[src/hdl/lprd_pkg.sv]
// Package for the length-prefixed request deframer.
// Holds the word types, phase and code enums, and result builders.
// No dependencies.
`timescale 1ns / 1ps

package lprd_pkg;

    localparam int LPRD_IDX_W  = 12;
    localparam int LPRD_QDEPTH = 4;
    localparam int LPRD_QPTR_W = 2;
    localparam int LPRD_QCNT_W = 3;

    typedef enum logic [2:0] {
        PH_LEN   = 3'd0,
        PH_COUNT = 3'd1,
        PH_SLEN  = 3'd2,
        PH_DATA  = 3'd3,
        PH_DROP  = 3'd4
    } t_phase;

    typedef enum logic [1:0] {
        KIND_DATA   = 2'd0,
        KIND_EMPTY  = 2'd1,
        KIND_ACCEPT = 2'd2,
        KIND_REJECT = 2'd3
    } t_kind;

    typedef enum logic [2:0] {
        ERR_NONE     = 3'd0,
        ERR_SHORT    = 3'd1,
        ERR_TOO_LONG = 3'd2,
        ERR_TOO_MANY = 3'd3,
        ERR_PARTIAL  = 3'd4,
        ERR_OVERRUN  = 3'd5,
        ERR_TRAILING = 3'd6
    } t_err;

    typedef struct packed {
        logic [7:0] data_byte;
        logic       restart;
    } t_in_item;

    typedef struct packed {
        t_kind                 kind;
        logic [7:0]            payload;
        logic [LPRD_IDX_W-1:0] string_index;
        logic                  first_of_string;
        logic                  end_of_string;
        t_err                  error_code;
        logic                  last;
    } t_result;

    typedef struct packed {
        t_result res0;
        t_result res1;
        logic    two;
    } t_event;

    function automatic t_result mk_reject(input t_err code);
        t_result r;
        r = '0;
        r.kind = KIND_REJECT;
        r.error_code = code;
        return r;
    endfunction

    function automatic t_result mk_accept();
        t_result r;
        r = '0;
        r.kind = KIND_ACCEPT;
        return r;
    endfunction

    function automatic t_result mk_empty(input logic [LPRD_IDX_W-1:0] idx);
        t_result r;
        r = '0;
        r.kind = KIND_EMPTY;
        r.string_index = idx;
        return r;
    endfunction

    function automatic t_result mk_data(input logic [7:0] b,
                                        input logic [LPRD_IDX_W-1:0] idx,
                                        input logic first, input logic fin);
        t_result r;
        r = '0;
        r.kind = KIND_DATA;
        r.payload = b;
        r.string_index = idx;
        r.first_of_string = first;
        r.end_of_string = fin;
        return r;
    endfunction

endpackage

[src/hdl/lprd_front.sv]
// Front end: accepts stream words, tracks frame structure, builds events.
// Depends on lprd_pkg.
`timescale 1ns / 1ps

module lprd_front #(
    parameter int MAX_BODY_BYTES = 4096
) (
    input  logic              i_clk,
    input  logic              i_rst_n,
    input  logic              i_take,
    input  lprd_pkg::t_in_item i_item,
    output logic              o_ev_valid,
    output lprd_pkg::t_event  o_ev
);
    import lprd_pkg::*;

    localparam int BW = $clog2(MAX_BODY_BYTES + 1);

    typedef struct packed {
        logic    emit;
        t_result rec;
        t_phase  nxt;
    } t_after;

    t_phase                r_phase, n_phase;
    logic [1:0]            r_cnt, n_cnt;
    logic [31:0]           r_acc, n_acc;
    logic [BW-1:0]         r_body, n_body;
    logic [BW-1:0]         r_strings, n_strings;
    logic [BW-1:0]         r_sleft, n_sleft;
    logic [LPRD_IDX_W-1:0] r_cur, n_cur;

    logic [31:0]   word;
    logic          word_done;
    logic [BW-1:0] body_dec;
    logic [BW-1:0] strings_dec;
    t_after        aft;
    t_event        ev;
    logic          ev_valid;

    function automatic t_after after_string(input logic [BW-1:0] strings,
                                            input logic [BW-1:0] body);
        t_after a;
        a = '0;
        if (strings == '0) begin
            a.emit = 1'b1;
            if (body == '0) begin
                a.rec = mk_accept();
                a.nxt = PH_LEN;
            end else begin
                a.rec = mk_reject(ERR_TRAILING);
                a.nxt = PH_DROP;
            end
        end else if (body < BW'(4)) begin
            a.emit = 1'b1;
            a.rec = mk_reject(ERR_PARTIAL);
            a.nxt = PH_DROP;
        end else begin
            a.nxt = PH_SLEN;
        end
        return a;
    endfunction

    assign word        = r_acc | (32'(i_item.data_byte) << {r_cnt, 3'b000});
    assign word_done   = (r_cnt == 2'd3);
    assign body_dec    = r_body - BW'(1);
    assign strings_dec = r_strings - BW'(1);

    always_ff @(posedge i_clk) begin
        if (!i_rst_n) begin
            r_phase   <= PH_LEN;
            r_cnt     <= '0;
            r_acc     <= '0;
            r_body    <= '0;
            r_strings <= '0;
            r_sleft   <= '0;
            r_cur     <= '0;
        end else if (i_take) begin
            r_phase   <= n_phase;
            r_cnt     <= n_cnt;
            r_acc     <= n_acc;
            r_body    <= n_body;
            r_strings <= n_strings;
            r_sleft   <= n_sleft;
            r_cur     <= n_cur;
        end
    end

    always_comb begin
        n_phase   = r_phase;
        n_cnt     = r_cnt;
        n_acc     = r_acc;
        n_body    = r_body;
        n_strings = r_strings;
        n_sleft   = r_sleft;
        n_cur     = r_cur;
        ev        = '0;
        ev_valid  = 1'b0;
        aft       = '0;

        if (i_item.restart) begin
            n_phase   = PH_LEN;
            n_cnt     = '0;
            n_acc     = '0;
            n_body    = '0;
            n_strings = '0;
            n_sleft   = '0;
            n_cur     = '0;
        end else begin
            unique case (r_phase)
                PH_LEN: begin
                    n_acc = word;
                    n_cnt = r_cnt + 2'd1;
                    if (word_done) begin
                        if (word > 32'(MAX_BODY_BYTES)) begin
                            ev.res0  = mk_reject(ERR_TOO_LONG);
                            ev_valid = 1'b1;
                            n_phase  = PH_DROP;
                        end else if (word < 32'd4) begin
                            ev.res0  = mk_reject(ERR_SHORT);
                            ev_valid = 1'b1;
                            n_phase  = PH_DROP;
                        end else begin
                            n_body  = word[BW-1:0];
                            n_cnt   = '0;
                            n_acc   = '0;
                            n_phase = PH_COUNT;
                        end
                    end
                end
                PH_COUNT: begin
                    n_body = body_dec;
                    n_acc  = word;
                    n_cnt  = r_cnt + 2'd1;
                    if (word_done) begin
                        if (word > 32'(MAX_BODY_BYTES)) begin
                            ev.res0  = mk_reject(ERR_TOO_MANY);
                            ev_valid = 1'b1;
                            n_phase  = PH_DROP;
                        end else begin
                            n_strings = word[BW-1:0];
                            n_cur     = '0;
                            aft       = after_string(word[BW-1:0], body_dec);
                            ev.res0   = aft.rec;
                            ev_valid  = aft.emit;
                            n_phase   = aft.nxt;
                            n_cnt     = '0;
                            n_acc     = '0;
                        end
                    end
                end
                PH_SLEN: begin
                    n_body = body_dec;
                    n_acc  = word;
                    n_cnt  = r_cnt + 2'd1;
                    if (word_done) begin
                        if (word > 32'(body_dec)) begin
                            ev.res0  = mk_reject(ERR_OVERRUN);
                            ev_valid = 1'b1;
                            n_phase  = PH_DROP;
                        end else if (word == '0) begin
                            ev.res0   = mk_empty(r_cur);
                            ev_valid  = 1'b1;
                            n_strings = strings_dec;
                            n_cur     = r_cur + LPRD_IDX_W'(1);
                            aft       = after_string(strings_dec, body_dec);
                            ev.res1   = aft.rec;
                            ev.two    = aft.emit;
                            n_phase   = aft.nxt;
                            n_cnt     = '0;
                            n_acc     = '0;
                        end else begin
                            n_sleft = word[BW-1:0];
                            n_phase = PH_DATA;
                        end
                    end
                end
                PH_DATA: begin
                    ev.res0  = mk_data(i_item.data_byte, r_cur,
                                       32'(r_sleft) == r_acc, r_sleft == BW'(1));
                    ev_valid = 1'b1;
                    n_body   = body_dec;
                    n_sleft  = r_sleft - BW'(1);
                    if (r_sleft == BW'(1)) begin
                        n_strings = strings_dec;
                        n_cur     = r_cur + LPRD_IDX_W'(1);
                        aft       = after_string(strings_dec, body_dec);
                        ev.res1   = aft.rec;
                        ev.two    = aft.emit;
                        n_phase   = aft.nxt;
                        n_cnt     = '0;
                        n_acc     = '0;
                    end
                end
                default: begin
                    n_phase = PH_DROP;
                end
            endcase
        end

        if (ev.two) begin
            ev.res1.last = 1'b1;
        end else begin
            ev.res0.last = 1'b1;
        end
    end

    assign o_ev_valid = i_take && ev_valid;
    assign o_ev       = ev;

endmodule

[src/hdl/lprd_queue.sv]
// Short event queue between the front end and the result serializer.
// Depends on lprd_pkg.
`timescale 1ns / 1ps

module lprd_queue (
    input  logic             i_clk,
    input  logic             i_rst_n,
    input  logic             i_wr,
    input  lprd_pkg::t_event i_wdata,
    input  logic             i_rd,
    output lprd_pkg::t_event o_rdata,
    output logic             o_full,
    output logic             o_empty
);
    import lprd_pkg::*;

    t_event                 r_mem [LPRD_QDEPTH];
    logic [LPRD_QPTR_W-1:0] r_wptr, r_rptr;
    logic [LPRD_QCNT_W-1:0] r_count;
    logic                   wr_ok, rd_ok;

    assign o_full  = (r_count == LPRD_QCNT_W'(LPRD_QDEPTH));
    assign o_empty = (r_count == '0);
    assign wr_ok   = i_wr && !o_full;
    assign rd_ok   = i_rd && !o_empty;
    assign o_rdata = r_mem[r_rptr];

    always_ff @(posedge i_clk) begin
        if (wr_ok) begin
            r_mem[r_wptr] <= i_wdata;
        end
    end

    always_ff @(posedge i_clk) begin
        if (!i_rst_n) begin
            r_wptr  <= '0;
            r_rptr  <= '0;
            r_count <= '0;
        end else begin
            if (wr_ok) begin
                r_wptr <= r_wptr + LPRD_QPTR_W'(1);
            end
            if (rd_ok) begin
                r_rptr <= r_rptr + LPRD_QPTR_W'(1);
            end
            r_count <= r_count + LPRD_QCNT_W'(wr_ok) - LPRD_QCNT_W'(rd_ok);
        end
    end

endmodule

[src/hdl/lprd_back.sv]
// Back end: splits queued events into single results behind an output register.
// Depends on lprd_pkg.
`timescale 1ns / 1ps

module lprd_back (
    input  logic              i_clk,
    input  logic              i_rst_n,
    input  logic              i_q_empty,
    input  lprd_pkg::t_event  i_q_data,
    output logic              o_q_rd,
    input  logic              i_pop,
    output logic              o_empty,
    output lprd_pkg::t_result o_result
);
    import lprd_pkg::*;

    logic    r_valid, n_valid;
    t_result r_out, n_out;
    logic    r_second_valid, n_second_valid;
    t_result r_second, n_second;
    logic    slot_free;

    assign slot_free = !r_valid || i_pop;

    always_ff @(posedge i_clk) begin
        if (!i_rst_n) begin
            r_valid        <= 1'b0;
            r_second_valid <= 1'b0;
        end else begin
            r_valid        <= n_valid;
            r_second_valid <= n_second_valid;
        end
    end

    always_ff @(posedge i_clk) begin
        r_out    <= n_out;
        r_second <= n_second;
    end

    always_comb begin
        n_valid        = r_valid;
        n_out          = r_out;
        n_second_valid = r_second_valid;
        n_second       = r_second;
        o_q_rd         = 1'b0;
        if (slot_free) begin
            if (r_second_valid) begin
                n_out          = r_second;
                n_valid        = 1'b1;
                n_second_valid = 1'b0;
            end else if (!i_q_empty) begin
                o_q_rd         = 1'b1;
                n_out          = i_q_data.res0;
                n_valid        = 1'b1;
                n_second       = i_q_data.res1;
                n_second_valid = i_q_data.two;
            end else begin
                n_valid = 1'b0;
            end
        end
    end

    assign o_empty  = !r_valid;
    assign o_result = r_out;

    a_second_behind_first: assert property (@(posedge i_clk) disable iff (!i_rst_n)
        r_second_valid |-> r_valid)
        else $error("second result held without a first");

    a_first_of_pair_not_last: assert property (@(posedge i_clk) disable iff (!i_rst_n)
        r_second_valid |-> (!r_out.last && r_second.last))
        else $error("last mark misplaced in result pair");

    a_data_no_error: assert property (@(posedge i_clk) disable iff (!i_rst_n)
        (r_valid && r_out.kind == KIND_DATA) |-> (r_out.error_code == ERR_NONE))
        else $error("data result carries an error code");

    a_reject_has_code: assert property (@(posedge i_clk) disable iff (!i_rst_n)
        (r_valid && r_out.kind == KIND_REJECT) |->
        (r_out.error_code != ERR_NONE && r_out.payload == 8'd0))
        else $error("reject result malformed");

endmodule

[src/hdl/length_prefixed_request_deframer.sv]
// Top level of the length-prefixed request deframer: front end, event queue, back end.
// Depends on lprd_pkg, lprd_front, lprd_queue, lprd_back.
//
//  channel | handshake            | word
//  input   | push / full          | i_item   (data_byte, restart)
//  result  | pop / empty          | o_result (kind, payload, string_index, first_of_string,
//          |                      |           end_of_string, error_code, last)
//
// One byte is taken per cycle unless full; the front end updates its counters that cycle.
// Each byte yields zero, one or two results; the back end hands out one result per cycle,
// so a stalled pop fills the four-entry event queue and then raises full.
// The first result of a byte passes the event queue, then the back end's output register.
// Reset is synchronous, active low, and empties the queue and output register.
`timescale 1ns / 1ps

module length_prefixed_request_deframer #(
    parameter int MAX_BODY_BYTES = 4096
) (
    input  logic               i_clk,
    input  logic               i_rst_n,
    input  logic               push,
    output logic               full,
    input  lprd_pkg::t_in_item i_item,
    output logic               empty,
    input  logic               pop,
    output lprd_pkg::t_result  o_result
);
    import lprd_pkg::*;

    logic   take;
    logic   ev_valid;
    t_event ev;
    logic   q_full, q_empty, q_rd;
    t_event q_data;

    assign full = q_full;
    assign take = push && !q_full;

    lprd_front #(
        .MAX_BODY_BYTES (MAX_BODY_BYTES)
    ) u_front (
        .i_clk      (i_clk),
        .i_rst_n    (i_rst_n),
        .i_take     (take),
        .i_item     (i_item),
        .o_ev_valid (ev_valid),
        .o_ev       (ev)
    );

    lprd_queue u_queue (
        .i_clk   (i_clk),
        .i_rst_n (i_rst_n),
        .i_wr    (ev_valid),
        .i_wdata (ev),
        .i_rd    (q_rd),
        .o_rdata (q_data),
        .o_full  (q_full),
        .o_empty (q_empty)
    );

    lprd_back u_back (
        .i_clk     (i_clk),
        .i_rst_n   (i_rst_n),
        .i_q_empty (q_empty),
        .i_q_data  (q_data),
        .o_q_rd    (q_rd),
        .i_pop     (pop),
        .o_empty   (empty),
        .o_result  (o_result)
    );

endmodule

[config.mk]
export PLATFORM = sky130hd
export DESIGN_NAME = length_prefixed_request_deframer
export DESIGN_NICKNAME = d
export VERILOG_FILES = /design/src/hdl/lprd_pkg.sv /design/src/hdl/lprd_front.sv /design/src/hdl/lprd_queue.sv /design/src/hdl/lprd_back.sv /design/src/hdl/length_prefixed_request_deframer.sv
export SDC_FILE = /design/constraint.sdc
export NUM_CORES = 1
export LEC_CHECK = 0
export ABC_AREA = 0
export BUFFER_PORTS_ARGS = -buffer_cell sky130_fd_sc_hd__buf_2
export CAP_MARGIN = 20
export CORE_MARGIN = 2
export CORE_UTILIZATION = 28
export DETAILED_ROUTE_END_ITERATION = 10
export GPL_TIMING_DRIVEN = 1
export SYNTH_ARGS = -nofsm -noshare
export SYNTH_HDL_FRONTEND = slang
export SYNTH_HIERARCHICAL = 1
export SYNTH_SLANG_ARGS = --single-unit
[constraint.sdc]
create_clock -name i_clk -period 4.8 [get_ports i_clk]
set_input_delay 0.24 -clock i_clk [delete_from_list [all_inputs] [get_ports i_clk]]
set_output_delay 0.24 -clock i_clk [all_outputs]
set_load 0.05 [all_outputs]
==> metrics.yaml, run 1 <==
worst_setup_path:
  crit_fanout: 5
  critPathTopFamily: "simple AND/OR/NAND/NOR gates"
  start_kind: "register"
  critical_path_class: "register to register"
  worst-path-stages: 24
  cp_slowest_cell: "or3b_4"
  r2r_cells: 24
  cp.arrival_ns: 4.97
  critPathBufInv: 4
  cp-end-kind: "register"
  path_cells: "inv_2 > ha_2 > or3b_4 > nor4_4 > xnor2_1 > ha_1 > nand2_1 > a211oi_2 > nand2_1 > or3_4 > o211ai_4 > o21bai_4 > nand3_2 > nor3b_2 > nor2b_2 > inv_1 > ha_1 > inv_1 > ha_1 > inv_1 > fa_2 > xnor2_1 > xnor2_1 > and2_1"
  cp_slowest_stage_delay_ns: 0.40
  cp.required_ns: 5.23
layout:
  seq_area_um2: 10500
  fin_area_um2: 19700
  fillers: 5930
  multi_input_area_um2: 6100
  antenna_cells: 0
  instances_no_fill: 2163
  drive_gt1_share_pct: 20.1
  final_nets: 1390
  syn_to_final_growth_pct: 14.5
clocking:
  cts_inserted_buffers: 40
  clock-root-buffer: "clkbuf_16"
  htreeDepth: 2
  clk_latency_ns: 0.55
  cts_buffer_depth: 3
  clk_pin_slew_ns: 0.06
  tritoncts: "built"
  cts_sinks: 383
place:
  io_buffers: 42
  dp_worst_setup_slack_ns: 0.0700
  dp_cells: 2088
  place.detailed.hpwl_mm: 25.2
  place.gp.congestion: 0.882
  placed_cell_area_um2: 18400
sta:
  hold_viol: 0
  worst_pin_slew_ns: 0.871
  maxSlewViolCount: 0
  period_share_pct: 94.6
  final.setup.tns_ns: 0
  period_needed_ns: 4.54
  slew_headroom_pct: 41.3
  fmax_mhz: 220
  finalWorstSetupSlack_ns: 0.261
  rsz0062_at_grt: "no"
  fin_skew_ns: 0.0193
  setup_viol_count_final: 0
grt:
  grt_max_degree: 69
  overflow: 0
  grt_usage_pct: 12.2
  grt_pass1_wl_mm: 61.0
  antenna_found_initial: 0
  grt_pass1_vias: 10800
floorplanning:
  rows: 90
  start_util_pct: 28.4
  die-area_um2: 63500
  ioPinCount: 43
  die_h_um: 252
  die_width_um: 252
  coreArea_um2: 60600
yosys:
  ys_ff_latch: 383
  synth_cells: 1294
  async_reset_ff_share_pct: 0
  synth_ff_type: "edfxtp_1"
  ys_seq_area_share_pct: 61.0
  synth.distinct_cells: 76
  synth_edf_count: 284
  syn-cell-area_um2: 17200
  yosys_warnings: 6
  syn_avg_cell_area_um2: 13.3
flow_run:
  maxCapViolCount: 0
worst_hold_path:
  worst_hold_path_type: "primary input to register"
  holdPathStages: 3
routing:
  drc: 0
  drt_iter0_markers: 782
  vias_per_cell: 5.05
  route.vias.total: 10900
  dr.pass1.iters: 8
  routed_wirelength_mm: 39.5
  postRouteAntennaNets: 0
  wl_per_cell_um: 18.3
power_and_ir_drop:
  ir_worst_vdd_uv: 203
  p_leak_nw: 6.68
  power.density_nw_per_um2: 354
outcome:
  outcome: "completed"
==> where the power goes <==
group	leakage [nW]	internal (mW)	switching (mW)	total, mW
Combinational	2.53	0.167	0.288	0.455
Sequential	3.54	3.54	0.0247	3.56
Clock	0.616	1.69	1.28	2.97
==> logic make-up (layout without fill, tap and decap cells) <==
| family | after synthesis | after routing | share of synthesized area (%) |
|---|---|---|---|
| flops | 383 | 383 | 61.0 |
| simple gates | 353 | 353 | 10.6 |
| compound gates | 254 | 254 | 9.81 |
| buf+inv | 152 | 217 | 4.55 |
| mux | 88 | 88 | 10.0 |
| xor+xnor | 37 | 37 | 2.04 |
| fa+ha+maj | 26 | 26 | 1.93 |
| other cells | 1 | 23 | 0.0218 |
==> timing repair <==
item                       in CTS  in global routing
hold buffers                    0                  0
setup buffers                   0                  1
gates resized for setup         0                 15
setup endpoints to repair       0                  2
==> per-stage QoR <==
| step | hold WS (ns) | util, % | total power, mW |
|---|---|---|---|
| 2_1_floorplan | 0.368 | - | 3.94 |
| 3_3_place_gp | 0.433 | 30.3 | 4.06 |
| 3_5_place_dp | 0.438 | 30.3 | 4.06 |
| 4_1_cts | 0.0303 | 32.4 | 7.05 |
| 5_1_grt | 0.0524 | 32.5 | 7.25 |
| 6_report | 0.0673 | 32.5 | 6.99 |
==> sequential cells by signal (all words and copies together), names as in the netlist, named ones only <==
| name | cells |
|---|---|
| u_queue/r_count | 3 |
| u_front/r_cnt | 2 |
| u_queue/r_wptr | 2 |
| u_front/r_body | 13 |
| u_front/r_cur | 12 |
| u_front/r_sleft | 13 |
| u_queue/r_mem | 228 |
| u_front/r_acc | 32 |
| u_front/r_strings | 13 |
| u_back/r_second | 28 |
| u_front/r_phase | 3 |
| u_back/r_valid | 1 |
| u_queue/r_rptr | 2 |
| u_back/r_second_valid | 1 |
| u_back/o_result | 28 |
==> tightest hold or removal path, stage by stage <==
cell	delay [ns]
buf_2	0.12
nand4b_1	0.13
o31ai_1	0.07
==> cell usage after synthesis, types with 6 or more instances <==
library cell    n  share of area [%]
a211oi_1       11               0.48
a21oi_1        83                2.4
a32o_1          8               0.46
and2_1         30                1.1
and3_1         10               0.36
buf_2          13               0.38
buf_4          29                1.3
buf_6           6               0.39
clkbuf_1       45               0.98
dfxtp_1        99                 12
edfxtp_1      284                 50
ha_1           25                1.8
inv_1          52                1.1
mux2_4         26                2.3
mux4_2         57                7.5
nand2_1        87                1.9
nand3_1        30               0.87
nand4_1        10               0.36
nor2_1         71                1.5
nor2b_1        11               0.40
nor3_1         27               0.78
nor4_1         22               0.80
o2111ai_1       6               0.31
o211ai_1       31                1.4
o21ai_0        34               0.99
o21ai_1        14               0.41
o22ai_1         8               0.29
o31ai_1        19               0.83
or2_2           6               0.22
or3_1          10               0.36
or4_1           9               0.39
xnor2_1        26                1.3
xor2_1          9               0.46
==> cell usage in the layout (no fill, tap or decap), types with 6 or more instances in the layout <==
master,instances
or3_1,9
mux4_2,57
edfxtp_1,284
buf_4,45
clkbuf_1,6
clkinv_2,7
o2111ai_1,6
nand4_1,10
inv_1,50
buf_2,43
or2_2,6
nor3_1,26
a211oi_1,9
clkbuf_16,41
dfxtp_1,94
xor2_1,9
xnor2_1,26
nand3_1,29
nor2_1,71
and3_1,10
and2_1,26
a32o_1,8
o21ai_0,34
o22ai_1,8
or4_1,9
a21oi_1,82
ha_1,24
nand2_1,87
clkinv_1,8
mux2_4,26
nor4_1,21
nor2b_1,10
o211ai_1,31
o21ai_1,14
conb_1,23
o31ai_1,19
==> metal layers <==
metal	vias to the layer above	part of all wire, %	global-route usage [%]
met3	78	6.5	2.39
li1	4989	-	-
met1	5484	44	16.1
met4	0	2.5	3.57
met2	364	47	20.4
met5	-	0	0
==> final timing paths <==
path	endpoint	slack (ns)	start
max	u_queue/r_count[2]	0.26	u_front/r_body[1]
min	u_back/r_second_valid	0.07	pop
max reg2reg	u_queue/r_count[2]	0.26	u_front/r_body[1]
min reg2reg	u_front/r_acc[29]	0.45	u_front/r_acc[29]
==> final cells by class <==
type	instances	area share [%]
Clock inverter	25	1.12
Timing Repair Buffer	93	3.35
Multi-Input combinational cell	781	30.9
Inverter	52	0.990
Tap cell	782	4.96
Clock buffer	47	5.32
Sequential cell	383	53.3
(Power assumes the default switching activity.)
==> run 2: changes to the inputs <==
--- a/config.mk
+++ b/config.mk
@@ -12,6 +12,7 @@
 export CORE_UTILIZATION = 28
 export DETAILED_ROUTE_END_ITERATION = 10
 export GPL_TIMING_DRIVEN = 1
+export MAX_ROUTING_LAYER = met4
 export SYNTH_ARGS = -nofsm -noshare
 export SYNTH_HDL_FRONTEND = slang
 export SYNTH_HIERARCHICAL = 1
==> run 2 against run 1 <==
Net effect: die area unchanged; largest cell class unchanged; register-to-register slack got worse by 0.02 ns; highest routed layer unchanged; total power increased by 1.5%; clock skew increased by 0.011 ns; critical endpoint unchanged; via count decreased by 0.94%.
==> metrics.yaml, run 2 (synthesis results as in run 1) <==
worst_setup_path:
  r2r_cells: 24  # unchanged
  cp.required_ns: 5.27  # was 5.23 ns
  critical_path_class: "register to register"  # unchanged
  start_kind: "register"  # unchanged
  critPathTopFamily: "simple AND/OR/NAND/NOR gates"  # unchanged
  worst-path-stages: 24  # unchanged
  r2r_end: "u_queue/r_count[2]"  # unchanged
  critPathBufInv: 4  # unchanged
  crit_fanout: 4  # was 5
  cp_slowest_stage_delay_ns: 0.40  # about the same
  cp-end-kind: "register"  # unchanged
  reg2reg_from: "u_front/r_body[0]"  # was u_front/r_body[1]
  cp.arrival_ns: 5.03  # was 4.97 ns
  path_cells: "inv_2 > ha_4 > or3b_4 > nor4_4 > xnor2_1 > ha_1 > nand2_1 > a211oi_2 > nand2_1 > or3_1 > o211ai_2 > o21bai_4 > nand3_1 > nor3b_2 > nor2b_2 > inv_1 > ha_1 > inv_1 > ha_1 > inv_1 > fa_2 > xnor2_2 > xnor2_1 > and2_1"  # was inv_2 > ha_2 > or3b_4 > nor4_4 > xnor2_1 > ha_1 > nand2_1 > a211oi_2 > nand2_1 > or3_4 > o211ai_4 > o21bai_4 > nand3_2 > nor3b_2 > nor2b_2 > inv_1 > ha_1 > inv_1 > ha_1 > inv_1 > fa_2 > xnor2_1 > xnor2_1 > and2_1
  cp_slowest_cell: "or3b_4"  # unchanged
  r2r_slack_ns: 0.24  # was 0.26 ns
layout:
  reg.largest.list: "u_queue/r_mem (228), u_front/r_acc (32)"  # unchanged
  syn_to_final_growth_pct: 15.1  # was 14.5%
  seq_area_um2: 10500  # unchanged
  final_cell_mix: "284 x edfxtp_1, 94 x dfxtp_1, 87 x nand2_1"  # unchanged
  multi_input_area_um2: 6100  # about the same
  drive_gt1_share_pct: 20.3  # was 20.1%
  fillers: 5935  # was 5930
  largest_register_ff_count: 228  # unchanged
  fin_area_um2: 19800  # was 19700 um^2
  final_nets: 1396  # was 1390
  antenna_cells: 0  # unchanged
  layout_commonest_cell: "edfxtp_1"  # unchanged
  top_register: "u_queue/r_mem"  # unchanged
clocking:
  tritoncts: "built"  # unchanged
  cts_sinks: 383  # unchanged
  clock-root-buffer: "clkbuf_16"  # unchanged
  htreeDepth: 2  # unchanged
  cts_inserted_buffers: 39  # was 40
  cts_buffer_depth: 3  # unchanged
  clk_pin_slew_ns: 0.06  # about the same
  clk_latency_ns: 0.58  # was 0.55 ns
place:
  place.gp.congestion: 0.890  # was 0.882
  placed_cell_area_um2: 18400  # about the same
  place.detailed.hpwl_mm: 25.8  # was 25.2 mm
  io_buffers: 42  # unchanged
grt:
  grt_pass1_vias: 10800  # about the same
  antenna_found_initial: 0  # unchanged
  grt_pass1_wl_mm: 62.1  # was 61.0 mm
  grt_max_degree: 69  # unchanged
  overflow: 0  # unchanged
  grt_usage_pct: 12.9  # was 12.2%
routing:
  routed_wirelength_mm: 39.9  # was 39.5 mm
  wl_per_cell_um: 18.4  # was 18.3 um
  drc: 0  # unchanged
  vias_per_cell: 4.98  # was 5.05
  postRouteAntennaNets: 0  # unchanged
  dr.pass1.iters: 5  # was 8
  route.vias.total: 10800  # was 10900
  drt_iter0_markers: 825  # was 782
worst_hold_path:
  hp-start: "i_item[6]"  # was pop
  holdPathStages: 3  # unchanged
  holdPathEnd: "u_front/r_acc[13]"  # was u_back/r_second_valid
  worst_hold_path_type: "primary input to register"  # unchanged
sta:
  fin_skew_ns: 0.0305  # was 0.0193 ns
  hold_slack_ns: 0.0417  # was 0.0673 ns
  slew_headroom_pct: 37.6  # was 41.3%
  hold_viol: 0  # unchanged
  period_share_pct: 94.9  # was 94.6%
  setup_viol_count_final: 0  # unchanged
  maxSlewViolCount: 0  # unchanged
  period_needed_ns: 4.56  # was 4.54 ns
  worst_pin_slew_ns: 0.936  # was 0.871 ns
  fmax_mhz: 219  # was 220 MHz
flow_run:
  maxCapViolCount: 0  # unchanged
floorplanning:
  die_h_um: 252  # unchanged
  coreArea_um2: 60600  # unchanged
  die_width_um: 252  # unchanged
  start_util_pct: 28.4  # unchanged
  rows: 90  # unchanged
  ioPinCount: 43  # unchanged
  die-area_um2: 63500  # unchanged
outcome:
  outcome: "completed"  # unchanged
power_and_ir_drop:
  p_leak_nw: 6.73  # was 6.68 nW
  power.density_nw_per_um2: 358  # was 354 nW/um^2
  ir_worst_vdd_uv: 218  # was 203 uV
## run 2: routing by layer
metal  wire (um)  vias up  track usage (%)
li1            -     5009                -
met1       17700     5393             16.7
met2       18700      329             20.3
met3        2340       81             2.59
met4        1190        0             4.29
met5           0        -                -
## run 2: how the worst max path moves through the flow
stage                                     to              start
after floorplan           u_queue/r_count[2]  u_front/r_body[4]
after global placement    u_queue/r_count[2]  u_front/r_body[7]
after global routing      u_queue/r_count[2]  u_front/r_body[0]
after CTS                 u_queue/r_count[2]  u_front/r_body[1]
final                     u_queue/r_count[2]  u_front/r_body[0]
after detailed placement  u_queue/r_count[2]  u_front/r_body[1]
## run 2: area by class of cell
class	count	share of cell area, %
Sequential cell	383	53.0
Inverter	52	0.984
Tap cell	782	4.93
Multi-Input combinational cell	781	30.8
Clock buffer	57	5.41
Clock inverter	15	1.14
Timing Repair Buffer	100	3.73
## run 2: worst register-to-register path: stages, from the launching register on
cell	delay, ns
dfxtp_2	0.34
inv_2	0.08
ha_4	0.14
or3b_4	0.40
nor4_4	0.24
xnor2_1	0.13
ha_1	0.31
nand2_1	0.07
a211oi_2	0.18
nand2_1	0.11
or3_1	0.33
o211ai_2	0.25
o21bai_4	0.08
nand3_1	0.11
nor3b_2	0.18
nor2b_2	0.17
inv_1	0.06
ha_1	0.28
inv_1	0.06
ha_1	0.13
inv_1	0.05
fa_2	0.35
xnor2_2	0.14
xnor2_1	0.12
and2_1	0.16
## run 2: metrics by stage
stage	total power [mW]	std cells	TNS [ns]	util (%)	setup WS [ns]
after global placement	4.07	2094	0	30.4	0.176
after global routing	7.34	2170	-0.00841	32.7	-0.00841
after floorplan	3.94	1316	0	-	0.00601
after detailed placement	4.07	2094	0	30.4	0.0840
after CTS	7.16	2167	0	32.6	0.0521
final	7.10	2170	0	32.7	0.244
## run 2: repair_timing
item / in CTS / in global routing
buffers inserted: 0 / 1
hold endpoints to repair: 1 / 0
hold buffers: 1 / 0
resized for setup: 0 / 15
endpoints found under the setup margin: 0 / 1
## run 2: report_power, final
group	internal [mW]	total, mW	leakage, nW	switching [mW]
Clock	1.75	3.08	0.622	1.33
Combinational	0.170	0.457	2.57	0.286
Sequential	3.54	3.56	3.54	0.0250
==> run 3: changes to the inputs <==
--- a/config.mk
+++ b/config.mk
@@ -8,7 +8,7 @@
 export ABC_AREA = 0
 export BUFFER_PORTS_ARGS = -buffer_cell sky130_fd_sc_hd__buf_2
 export CAP_MARGIN = 20
-export CORE_MARGIN = 2
+export CORE_MARGIN = 1
 export CORE_UTILIZATION = 28
 export DETAILED_ROUTE_END_ITERATION = 10
 export GPL_TIMING_DRIVEN = 1
==> run 3 against run 2 <==
Net effect: fmax fell by 0.75%; total power fell by 0.50%; sequential share of layout area rose by 0.052 points; die area fell by 1.6%; wire length fell by 0.60%; highest routed layer unchanged.
==> metrics.yaml, run 3 (synthesis results as in run 1) <==
place:
  place.detailed.hpwl_mm: 25.6  # was 25.8 mm
  io_buffers: 42  # unchanged
  dp_worst_setup_slack_ns: 0.137  # was 0.0840 ns
  placed_cell_area_um2: 18400  # about the same
  place.gp.congestion: 0.884  # was 0.890
worst_setup_path:
  r2r_slack_ns: 0.21  # was 0.24 ns
  r2r_end: "u_queue/r_count[2]"  # unchanged
  path_cells: "or4_1 > buf_4 > nor2_1 > xnor2_2 > ha_1 > a21o_1 > a21o_1 > a211oi_2 > o211ai_2 > o21bai_4 > nand3_2 > nor3b_2 > nor2b_2 > inv_1 > ha_1 > inv_1 > ha_1 > inv_2 > fa_2 > xnor2_2 > xnor2_1 > and2_1"  # was inv_2 > ha_4 > or3b_4 > nor4_4 > xnor2_1 > ha_1 > nand2_1 > a211oi_2 > nand2_1 > or3_1 > o211ai_2 > o21bai_4 > nand3_1 > nor3b_2 > nor2b_2 > inv_1 > ha_1 > inv_1 > ha_1 > inv_1 > fa_2 > xnor2_2 > xnor2_1 > and2_1
  cp_slowest_stage_delay_ns: 0.58  # was 0.40 ns
  cp-end-kind: "register"  # unchanged
  critical_path_class: "register to register"  # unchanged
  cp.required_ns: 5.25  # was 5.27 ns
  cp_slowest_cell: "or4_1"  # was or3b_4
  critPathMostFrequentCell: "ha_1"
  start_kind: "register"  # unchanged
  critPathBufInv: 4  # unchanged
  r2r_cells: 22  # was 24
  cp.arrival_ns: 5.04  # was 5.03 ns
  crit_fanout: 10  # was 4
  critPathTopFamily: "simple AND/OR/NAND/NOR gates"  # unchanged
  reg2reg_from: "u_front/r_body[0]"  # unchanged
power_and_ir_drop:
  swShare_pct: 22.9  # was 23.1%
  netSwitchingPower_mw: 1.62  # was 1.64 mW
  seqPwrFrac_pct: 50.5  # was 50.2%
  power.density_nw_per_um2: 356  # was 358 nW/um^2
  ir_worst_vdd_uv: 224  # was 218 uV
  p_leak_nw: 6.75  # was 6.73 nW
  comb_power_share_pct: 6.5  # was 6.4%
  p_int_mw: 5.45  # was 5.46 mW
  clkPwrFrac_pct: 43.0  # was 43.3%
layout:
  syn_to_final_growth_pct: 15.1  # about the same
  largest_register_ff_count: 228  # unchanged
  layout_commonest_cell: "edfxtp_1"  # unchanged
  reg.largest.list: "u_queue/r_mem (228), u_front/r_acc (32)"  # unchanged
  drive_gt1_share_pct: 21.0  # was 20.3%
  antenna_cells: 0  # unchanged
  top_register: "u_queue/r_mem"  # unchanged
  final_nets: 1395  # was 1396
  utilization_pct: 32.7  # about the same
  fin_area_um2: 19800  # about the same
  final_cell_mix: "284 x edfxtp_1, 94 x dfxtp_1, 86 x nand2_1"  # was 284 x edfxtp_1, 94 x dfxtp_1, 87 x nand2_1
clocking:
  cts_sinks: 383  # unchanged
  clock-root-buffer: "clkbuf_16"  # unchanged
  tritoncts: "built"  # unchanged
  clk_pin_slew_ns: 0.06  # about the same
  clk_latency_ns: 0.58  # about the same
  cts_inserted_buffers: 40  # was 39
  htreeDepth: 2  # unchanged
  cts_buffer_depth: 3  # unchanged
worst_hold_path:
  hp-start: "i_item[7]"  # was i_item[6]
  holdPathEnd: "u_front/r_acc[14]"  # was u_front/r_acc[13]
  worst_hold_path_type: "primary input to register"  # unchanged
  holdPathStages: 3  # unchanged
routing:
  routed_wirelength_mm: 39.7  # was 39.9 mm
  drt_iter0_markers: 791  # was 825
  wl_per_cell_um: 18.3  # was 18.4 um
  route.vias.total: 10800  # about the same
  drc: 0  # unchanged
  vias_per_cell: 4.96  # was 4.98
  dr.pass1.iters: 6  # was 5
  postRouteAntennaNets: 0  # unchanged
sta:
  fin_skew_ns: 0.0283  # was 0.0305 ns
  slew_headroom_pct: 41.8  # was 37.6%
  final.setup.tns_ns: 0  # unchanged
  setup_viol_count_final: 0  # unchanged
  rsz0062_at_grt: "yes"
  period_needed_ns: 4.59  # was 4.56 ns
  fmax_mhz: 218  # was 219 MHz
  period_share_pct: 95.6  # was 94.9%
  finalWorstSetupSlack_ns: 0.210  # was 0.244 ns
  hold_viol: 0  # unchanged
  maxSlewViolCount: 0  # unchanged
  worst_pin_slew_ns: 0.869  # was 0.936 ns
grt:
  overflow: 0  # unchanged
  grt_pass1_wl_mm: 62.1  # about the same
  grt_pass1_vias: 10900  # was 10800
  grt_usage_pct: 13.0  # was 12.9%
  antenna_found_initial: 0  # unchanged
  grt_max_degree: 58  # was 69
floorplanning:
  rows: 90  # unchanged
  die_h_um: 250  # was 252 um
  start_util_pct: 28.4  # unchanged
  die-area_um2: 62500  # was 63500 um^2
  coreArea_um2: 60600  # unchanged
  die_width_um: 250  # was 252 um
  ioPinCount: 43  # unchanged
flow_run:
  maxCapViolCount: 0  # unchanged
outcome:
  outcome: "completed"  # unchanged
## run 3: area by class of cell
cell class              instances  area [um^2]
repair buffers                 98          701
multi-input cells             781         6120
inverters                      52          200
clock buffers                  57         1140
clock inverters                17          159
well taps                     782          978
flip-flops and latches        383        10500
fillers                      5968        40800
## run 3: power groups by stage
| stage | Clock (mW) | Combinational (mW) | Sequential (mW) |
|---|---|---|---|
| after floorplan | 0 | 0.312 | 3.62 |
| after global placement | 0 | 0.430 | 3.63 |
| after detailed placement | 0 | 0.435 | 3.63 |
| after CTS | 3.13 | 0.438 | 3.56 |
| after global routing | 3.25 | 0.502 | 3.56 |
| final | 3.04 | 0.458 | 3.56 |
## run 3: per-layer routing
| metal | vias up | track usage [%] | routed length, um |
|---|---|---|---|
| met5 | - | - | 0 |
| met3 | 84 | 2.71 | 2200 |
| met1 | 5354 | 16.4 | 17300 |
| met4 | 0 | 5.07 | 1120 |
| met2 | 316 | 20.5 | 19000 |
| li1 | 5010 | - | - |
## run 3: timing repair
action	4_1_cts	5_1_grt
setup endpoints to repair	0	1
setup buffers	0	3
hold endpoints to repair	1	0
hold buffers	1	0
resized for setup	0	23
## run 3: worst max-delay path by stage
stage	cells past startpoint	slack [ns]	start	end
after global routing	24	0.005	u_front/r_body[0]	u_queue/r_count[2]
after floorplan	25	0.006	u_front/r_body[4]	u_queue/r_count[2]
after CTS	24	0.1	u_front/r_body[1]	u_queue/r_count[2]
after global placement	22	0.22	u_front/r_body[7]	u_queue/r_count[2]
final	22	0.21	u_front/r_body[0]	u_queue/r_count[2]
after detailed placement	24	0.14	u_front/r_body[1]	u_queue/r_count[2]
## run 3: stage by stage
stage / power (mW) / hold WS (ns) / instances
3_5_place_dp: 4.07 / 0.443 / 2090
6_report: 7.06 / 0.0412 / 2170
4_1_cts: 7.13 / 0.0116 / 2165
5_1_grt: 7.32 / 0.0272 / 2170
2_1_floorplan: 3.94 / 0.368 / 1316
3_3_place_gp: 4.06 / 0.432 / 2090
## run 3: worst reg2reg max path: cells and delay by family, from the launching register on
| family | cells | cell delay (ns) |
|---|---|---|
| AOI/OAI and AO/OA | 5 | 0.95 |
| xor gates and xnor gates | 3 | 0.43 |
| adders and majority gates | 4 | 1.01 |
| buffers and inverters | 4 | 0.39 |
| DFF | 1 | 0.36 |
| and+or+nand+nor | 6 | 1.35 |
